## src/design/qfe_pkg.sv

```systemverilog
// Shared types and constants for the quotient filter engine.
// Holds the item structs, command codes and hash constants; depends on nothing.
package qfe_pkg;

   localparam int QUOTIENT_BITS_DEFAULT  = 10;
   localparam int REMAINDER_BITS_DEFAULT = 8;

   localparam logic [63:0] MIX_MUL_FIRST  = 64'hff51afd7ed558ccd;
   localparam logic [63:0] MIX_MUL_SECOND = 64'hc4ceb9fe1a85ec53;
   localparam int          MIX_SHIFT      = 33;

   localparam logic [1:0] CMD_INSERT = 2'd0;
   localparam logic [1:0] CMD_LOOKUP = 2'd1;
   localparam logic [1:0] CMD_REMOVE = 2'd2;

   typedef struct packed {
      logic [1:0]  cmd;
      logic [63:0] key_value;
   } req_type;

   typedef struct packed {
      logic        success;
      logic [10:0] entry_count;
   } rsp_type;

endpackage

```

## src/design/qfe_hash.sv

```systemverilog
// Iterative 64-bit mix finalizer built around one shared 32x32 multiplier.
// Depends on qfe_pkg for the mix constants.
module qfe_hash (
   input  logic        clock,
   input  logic        reset,
   input  logic        start,
   input  logic [63:0] key,
   output logic        done,
   output logic [63:0] hash
);
   import qfe_pkg::*;

   logic        busy_ff, busy_in;
   logic        round_ff, round_in;
   logic [1:0]  ph_ff, ph_in;
   logic        done_ff, done_in;
   logic [63:0] x_ff, x_in;
   logic [63:0] acc_ff, acc_in;
   logic [63:0] prod_ff, prod_in;
   logic [63:0] mul_const;
   logic [31:0] op_a, op_b;
   logic [63:0] sum;

   // Each 64-bit multiply keeps only the low 64 bits of the product, which takes
   // three 32x32 partial products; one phase per partial product plus a final add.
   always_comb begin
      mul_const = round_ff ? MIX_MUL_SECOND : MIX_MUL_FIRST;
      op_a      = (ph_ff == 2'd2) ? x_ff[63:32] : x_ff[31:0];
      op_b      = (ph_ff == 2'd1) ? mul_const[63:32] : mul_const[31:0];
      prod_in   = 64'(op_a) * 64'(op_b);
      sum       = acc_ff + {prod_ff[31:0], 32'd0};
      busy_in   = busy_ff;
      round_in  = round_ff;
      ph_in     = ph_ff;
      done_in   = 1'b0;
      x_in      = x_ff;
      acc_in    = acc_ff;
      if (start) begin
         busy_in  = 1'b1;
         round_in = 1'b0;
         ph_in    = 2'd0;
         x_in     = key ^ (key >> MIX_SHIFT);
      end else if (busy_ff) begin
         ph_in = ph_ff + 2'd1;
         case (ph_ff)
            2'd1: acc_in = prod_ff;
            2'd2: acc_in = sum;
            2'd3: begin
               x_in     = sum ^ (sum >> MIX_SHIFT);
               round_in = 1'b1;
               if (round_ff) begin
                  busy_in = 1'b0;
                  done_in = 1'b1;
               end
            end
            default: acc_in = acc_ff;
         endcase
      end
   end

   always_ff @(posedge clock) begin
      if (reset) begin
         busy_ff <= 1'b0;
         done_ff <= 1'b0;
         round_ff <= 1'b0;
         ph_ff <= 2'd0;
      end else begin
         busy_ff <= busy_in;
         done_ff <= done_in;
         round_ff <= round_in;
         ph_ff <= ph_in;
      end
      x_ff    <= x_in;
      acc_ff  <= acc_in;
      prod_ff <= prod_in;
   end

   assign done = done_ff;
   assign hash = x_ff;

endmodule

```

## config.mk

```make
export PLATFORM = sky130hd
export DESIGN_NAME = qfe_hash
export DESIGN_NICKNAME = d
export VERILOG_FILES = /design/src/design/qfe_pkg.sv /design/src/design/qfe_hash.sv
export SDC_FILE = /design/constraint.sdc
export NUM_CORES = 2
export LEC_CHECK = 0
export BUFFER_PORTS_ARGS = -buffer_cell sky130_fd_sc_hd__buf_2
export CAP_MARGIN = 20
export CORE_ASPECT_RATIO = 1.75
export CORE_MARGIN = 4
export CORE_UTILIZATION = 34
export DETAILED_ROUTE_END_ITERATION = 6
export SYNTH_ARGS = -nofsm -noshare
export SYNTH_HDL_FRONTEND = slang
export SYNTH_SLANG_ARGS = --single-unit
```

## constraint.sdc

```tcl
create_clock -name clock -period 10.6 [get_ports clock]
set_clock_uncertainty 0.2 [all_clocks]
set_input_delay 1.59 -clock clock [delete_from_list [all_inputs] [get_ports clock]]
set_output_delay 1.59 -clock clock [all_outputs]
set_load 0.005 [all_outputs]
```

* Yosys cells after proc, flatten, opt, wreduce, memory -nomap -nowiden
Index checks and enable logic that the tools add are counted.
** Storage, ports and cells
- Flip-flop bits (word level) :: 197
- Input port bits :: 67
- Output and inout bits :: 65
- Logic and storage cells :: 38
** Cells by class
- Add/subtract/negate cells :: 2
- Multiply operators :: 1
- Equality and inequality tests :: 3
- Mux-type cells :: 12
- Bitwise gates (word level) :: 5
- Reductions and logical operators :: 8
** Operator list (count)
- two-way mux 64 bit :: 3
- case mux 64 bit (2 select lines) :: 1
- XOR 64 x 31 -> 64 bit :: 2
- adder 64 bit :: 1
- multiplier 32 x 32 -> 64 bit :: 1
- two-way mux 32 bit :: 2
- two-way mux 62 bit :: 1
- nonzero test 2 bit :: 3
- two-way mux 1 bit :: 5
- equality test 2 bit (second input constant) :: 2
- AND reduction 2 bit :: 2
- OR reduction 4 bit :: 1
- inverter 1 bit :: 3
- AND reduction 3 bit :: 1
- adder 2 x 1 -> 2 bit (second input constant) :: 1
- equality test 2 x 1 -> 1 bit (second input constant) :: 1
- OR reduction 2 bit :: 1

* Logic depth before layout (Yosys ltp)
- Depth after elaboration :: 5
- Depth in mapped cells :: 36
- Depth with buffers taken out :: 34

* Worst setup path after synthesis
Ideal clock, no wire load.
- Kind :: flip-flop to flip-flop
- Start :: register ph_ff[1]
- End :: register prod_ff[60]
- Library setup time :: 0.120 ns
- Arrival time :: 8.691 ns
- Required time :: 10.280 ns
- Path slack :: 1.589 ns
- Cell stages (with the launch flop) :: 36
- Path buffers :: 4
- Period minus slack after synthesis :: 9.011 ns
- Path through :: dfxtp_1 -> inv_1 -> ha_1 -> inv_1 -> clkbuf_1 -> ha_1 -> clkbuf_1 -> clkbuf_1 -> clkbuf_1 -> nand2b_1 -> inv_1 -> fa_1 -> fa_1 -> fa_1 -> inv_1 -> fa_1 -> inv_1 -> fa_1 -> inv_1 -> fa_1 -> inv_1 -> fa_1 -> inv_1 -> fa_1 -> inv_1 -> ha_1 -> nand2_1 -> o211ai_1 -> a31oi_1 -> or4_1 -> o22a_1 -> a21oi_2 -> a41oi_2 -> nor3_2 -> a211oi_2 -> xnor2_1
** On the way
- Word-level cells in the longest chain between the ends :: 3
- Elaborated cells between the ends (all ways) :: 5
- Those cells by class :: mul: 1; eq/ne: 2; mux: 2
** RTL lines
- start: declaration :: line qfe_hash.sv:15 : logic [1:0] ph_ff, ph_in;
- start signal: assignment :: line qfe_hash.sv:71 : ph_ff <= ph_in;
- equality test 2 bit / equality test 2 x 1 -> 1 bit (equally long branches) :: line qfe_hash.sv:28, qfe_hash.sv:29
- two-way mux 32 bit, on equally long branches :: line qfe_hash.sv:28, qfe_hash.sv:29
- multiplier 32 x 32 -> 64 bit * :: line qfe_hash.sv:30 : prod_in = 64'(op_a) * 64'(op_b);
- net prod_in[60] :: line qfe_hash.sv:19 : logic [63:0] prod_ff, prod_in;
- end signal: assignment :: line qfe_hash.sv:75 : prod_ff <= prod_in;
- end: declaration :: line qfe_hash.sv:19
The timed path passes the listed nets; every way through them passes the cells marked *.
A chain may end at the register's enable or synchronous reset.

* Worst setup path after layout
- Start :: register ph_ff[1]
- End :: register prod_ff[27]
The elaborated chain is that of the path after synthesis.

==> flow_metrics.tcl <==
set metrics [dict create \
    crit_top_cell "fa_1" \
    clkSinkCount 197 \
    rsz0062_at_grt "false" \
    path_max_fanout 35 \
    area_growth_pct 9.69 \
    ctsResizeCount 0 \
    grt_pass1_wl_mm 214 \
    setup_ws_ns 0.724 \
    postSynthAreaPerCell_um2 10.0 \
    crit_path_max_incr_delay_ns 0.71 \
    outcome "finished clean" \
    synth-seq-area-share 0.134 \
    async_reset_ff_frac 0 \
    syn_area_um2 38900 \
    die_x_um 264 \
    setup_viol 0 \
    crit_required_ns 10.79 \
    drc_errors 0 \
    drtPass1Iterations 7 \
    ant_nets 0 \
    ys_ff_latch 197 \
    io_buffer_count 131 \
    grt_pass1_vias 31600 \
    nets 5279 \
    slew_headroom 0.286 \
    hold_violations 0 \
    synth_edf_count 128 \
    synth_most_common_cell "inv_1" \
    num_vias 27900 \
    arrival_ns 10.07 \
    cts_buffer_depth 2 \
    synth_top_area_frac 0.401 \
    stdcell_area_um2 42700 \
    path_clk_slew_ns 0.07 \
    max_freq_ghz 0.101 \
    hpwlAfterDp_mm 133 \
    synthCells 3883 \
    fin_crit_sh 0.932 \
    synth_area_leaders "fa_1, ha_1, edfxtp_1, inv_1, dfxtp_1" \
    cp_slowest_cell "ha_2" \
    avgViaCountPerCell 5.02 \
    worstSetupEndpointType "flip-flop" \
    yosysWarnings 0 \
    post_dp_cell_area_um2 42100 \
    grt_max_degree 65 \
    critPathLaunchType "flip-flop" \
    core.rowCount 164 \
    synth_common_cells "inv_1, fa_1, ha_1" \
    ys_types 82 \
    place.gp.congestion 1.03 \
    io_pins 132 \
    drive_above_1_share 0.105 \
    die_area_um2 120000 \
    grt_use_total 0.248 \
    initial_utilization 0.342 \
    drv_slew 0 \
    h-tree-depth 4 \
    path_class "flip-flop to flip-flop" \
    root_buffer "clkbuf_16" \
    drt_first_iter_violations 1524 \
    die_h_um 456 \
    routed_wl_mm 149 \
    fin_crit_ns 9.88 \
    wire_per_inst_um 26.9 \
    clk_latency_ns 0.46 \
    synth_fp_nets 5112 \
    postCtsSetupBuffers 0 \
    synth_top_area_cell "fa_1" \
    core-area_um2 114000 \
    cts_buffers 17 \
    cap_violations 0 \
    grt-ovfl-total 0 \
    ys.flop_type "edfxtp_1" \
    place_ws_ns 0.746 \
    ctsHoldBuffers 0 \
    fin_tns_setup_ns 0 \
    antenna_found_initial 1 \
    hold_class "flip-flop to flip-flop" \
    cts_tree "yes" \
    worst_pin_slew_ns 1.07 \
]
## sequential cells by signal, summed over array words and instances (netlist names)
name / count
round_ff: 1
acc_ff: 64
busy_ff: 1
ph_ff: 2
hash: 64
done: 1
prod_ff: 64
## layout make-up
type	instances	area [um^2]
well taps	1494	1870
fillers	11400	71200
repair buffers	257	1650
inverters	941	3530
clock inverters	12	125
multi-input cells	2636	29800
flip-flops and latches	197	5230
diodes	1	2.50
clock buffers	20	500
## worst paths after layout
check	depth (start not counted)	slack, ns	from	to
hold / removal	1	0.34	prod_ff[36]	acc_ff[36]
hold reg to reg	1	0.34	prod_ff[36]	acc_ff[36]
setup / recovery	31	0.72	ph_ff[1]	prod_ff[27]
setup reg to reg	31	0.72	ph_ff[1]	prod_ff[27]
## cell families after synthesis
group                    count (synthesis)  share of synthesized area
adder cells (fa/ha/maj)               1168                      0.525
buffers and inverters                 1050                      0.102
AND/OR/NAND/NOR                        695                     0.0834
AO/OA/AOI/OAI                          446                     0.0767
XOR/XNOR                               230                     0.0519
flip-flops                             197                      0.134
multiplexers                            96                     0.0269
other                                    1                  0.0000963
## placed cells by master (no fill, tap or decap), drive strengths merged, types with 51 or more instances in the layout
| cell type | instances |
|---|---|
| mux2 | 70 |
| xor2 | 91 |
| and2 | 51 |
| buf | 257 |
| xnor2 | 139 |
| nor2 | 246 |
| inv | 941 |
| a21oi | 142 |
| nand2 | 196 |
| fa | 781 |
| a21o | 101 |
| edfxtp | 128 |
| ha | 381 |
| o21ai | 95 |
| dfxtp | 69 |
## metal layers
| layer | track usage | up-vias | wire, um | part of all wire |
|---|---|---|---|---|
| met5 | 0 | - | 0 | 0 |
| met4 | 0.245 | 0 | 19800 | 0.13 |
| met3 | 0.0195 | 519 | 3500 | 0.023 |
| met2 | 0.479 | 840 | 82400 | 0.55 |
| met1 | 0.216 | 14300 | 43600 | 0.29 |
| li1 | - | 12300 | - | - |
## worst max-delay path, delay by kind of cell, from the launching register on
| kind | cells | cell delay, ns |
|---|---|---|
| adder cells (fa/ha/maj) | 11 | 4.97 |
| AO/OA/AOI/OAI | 6 | 1.36 |
| buffers and inverters | 8 | 1.11 |
| AND/OR/NAND/NOR | 5 | 1.06 |
| XOR/XNOR | 1 | 0.62 |
| flip-flops | 1 | 0.40 |
## metrics by stage
step / std cells / util / hold WS (ns)
after floorplan: 3883 / - / 0.303
after global placement: 5524 / 0.369 / 0.319
after detailed placement: 5524 / 0.369 / 0.321
after CTS: 5556 / 0.375 / 0.340
after global routing: 5557 / 0.375 / 0.351
final: 5558 / 0.375 / 0.339
Power is not shown: default switching activity piles up to over one toggle a cycle in this logic, so the estimate is an artifact.
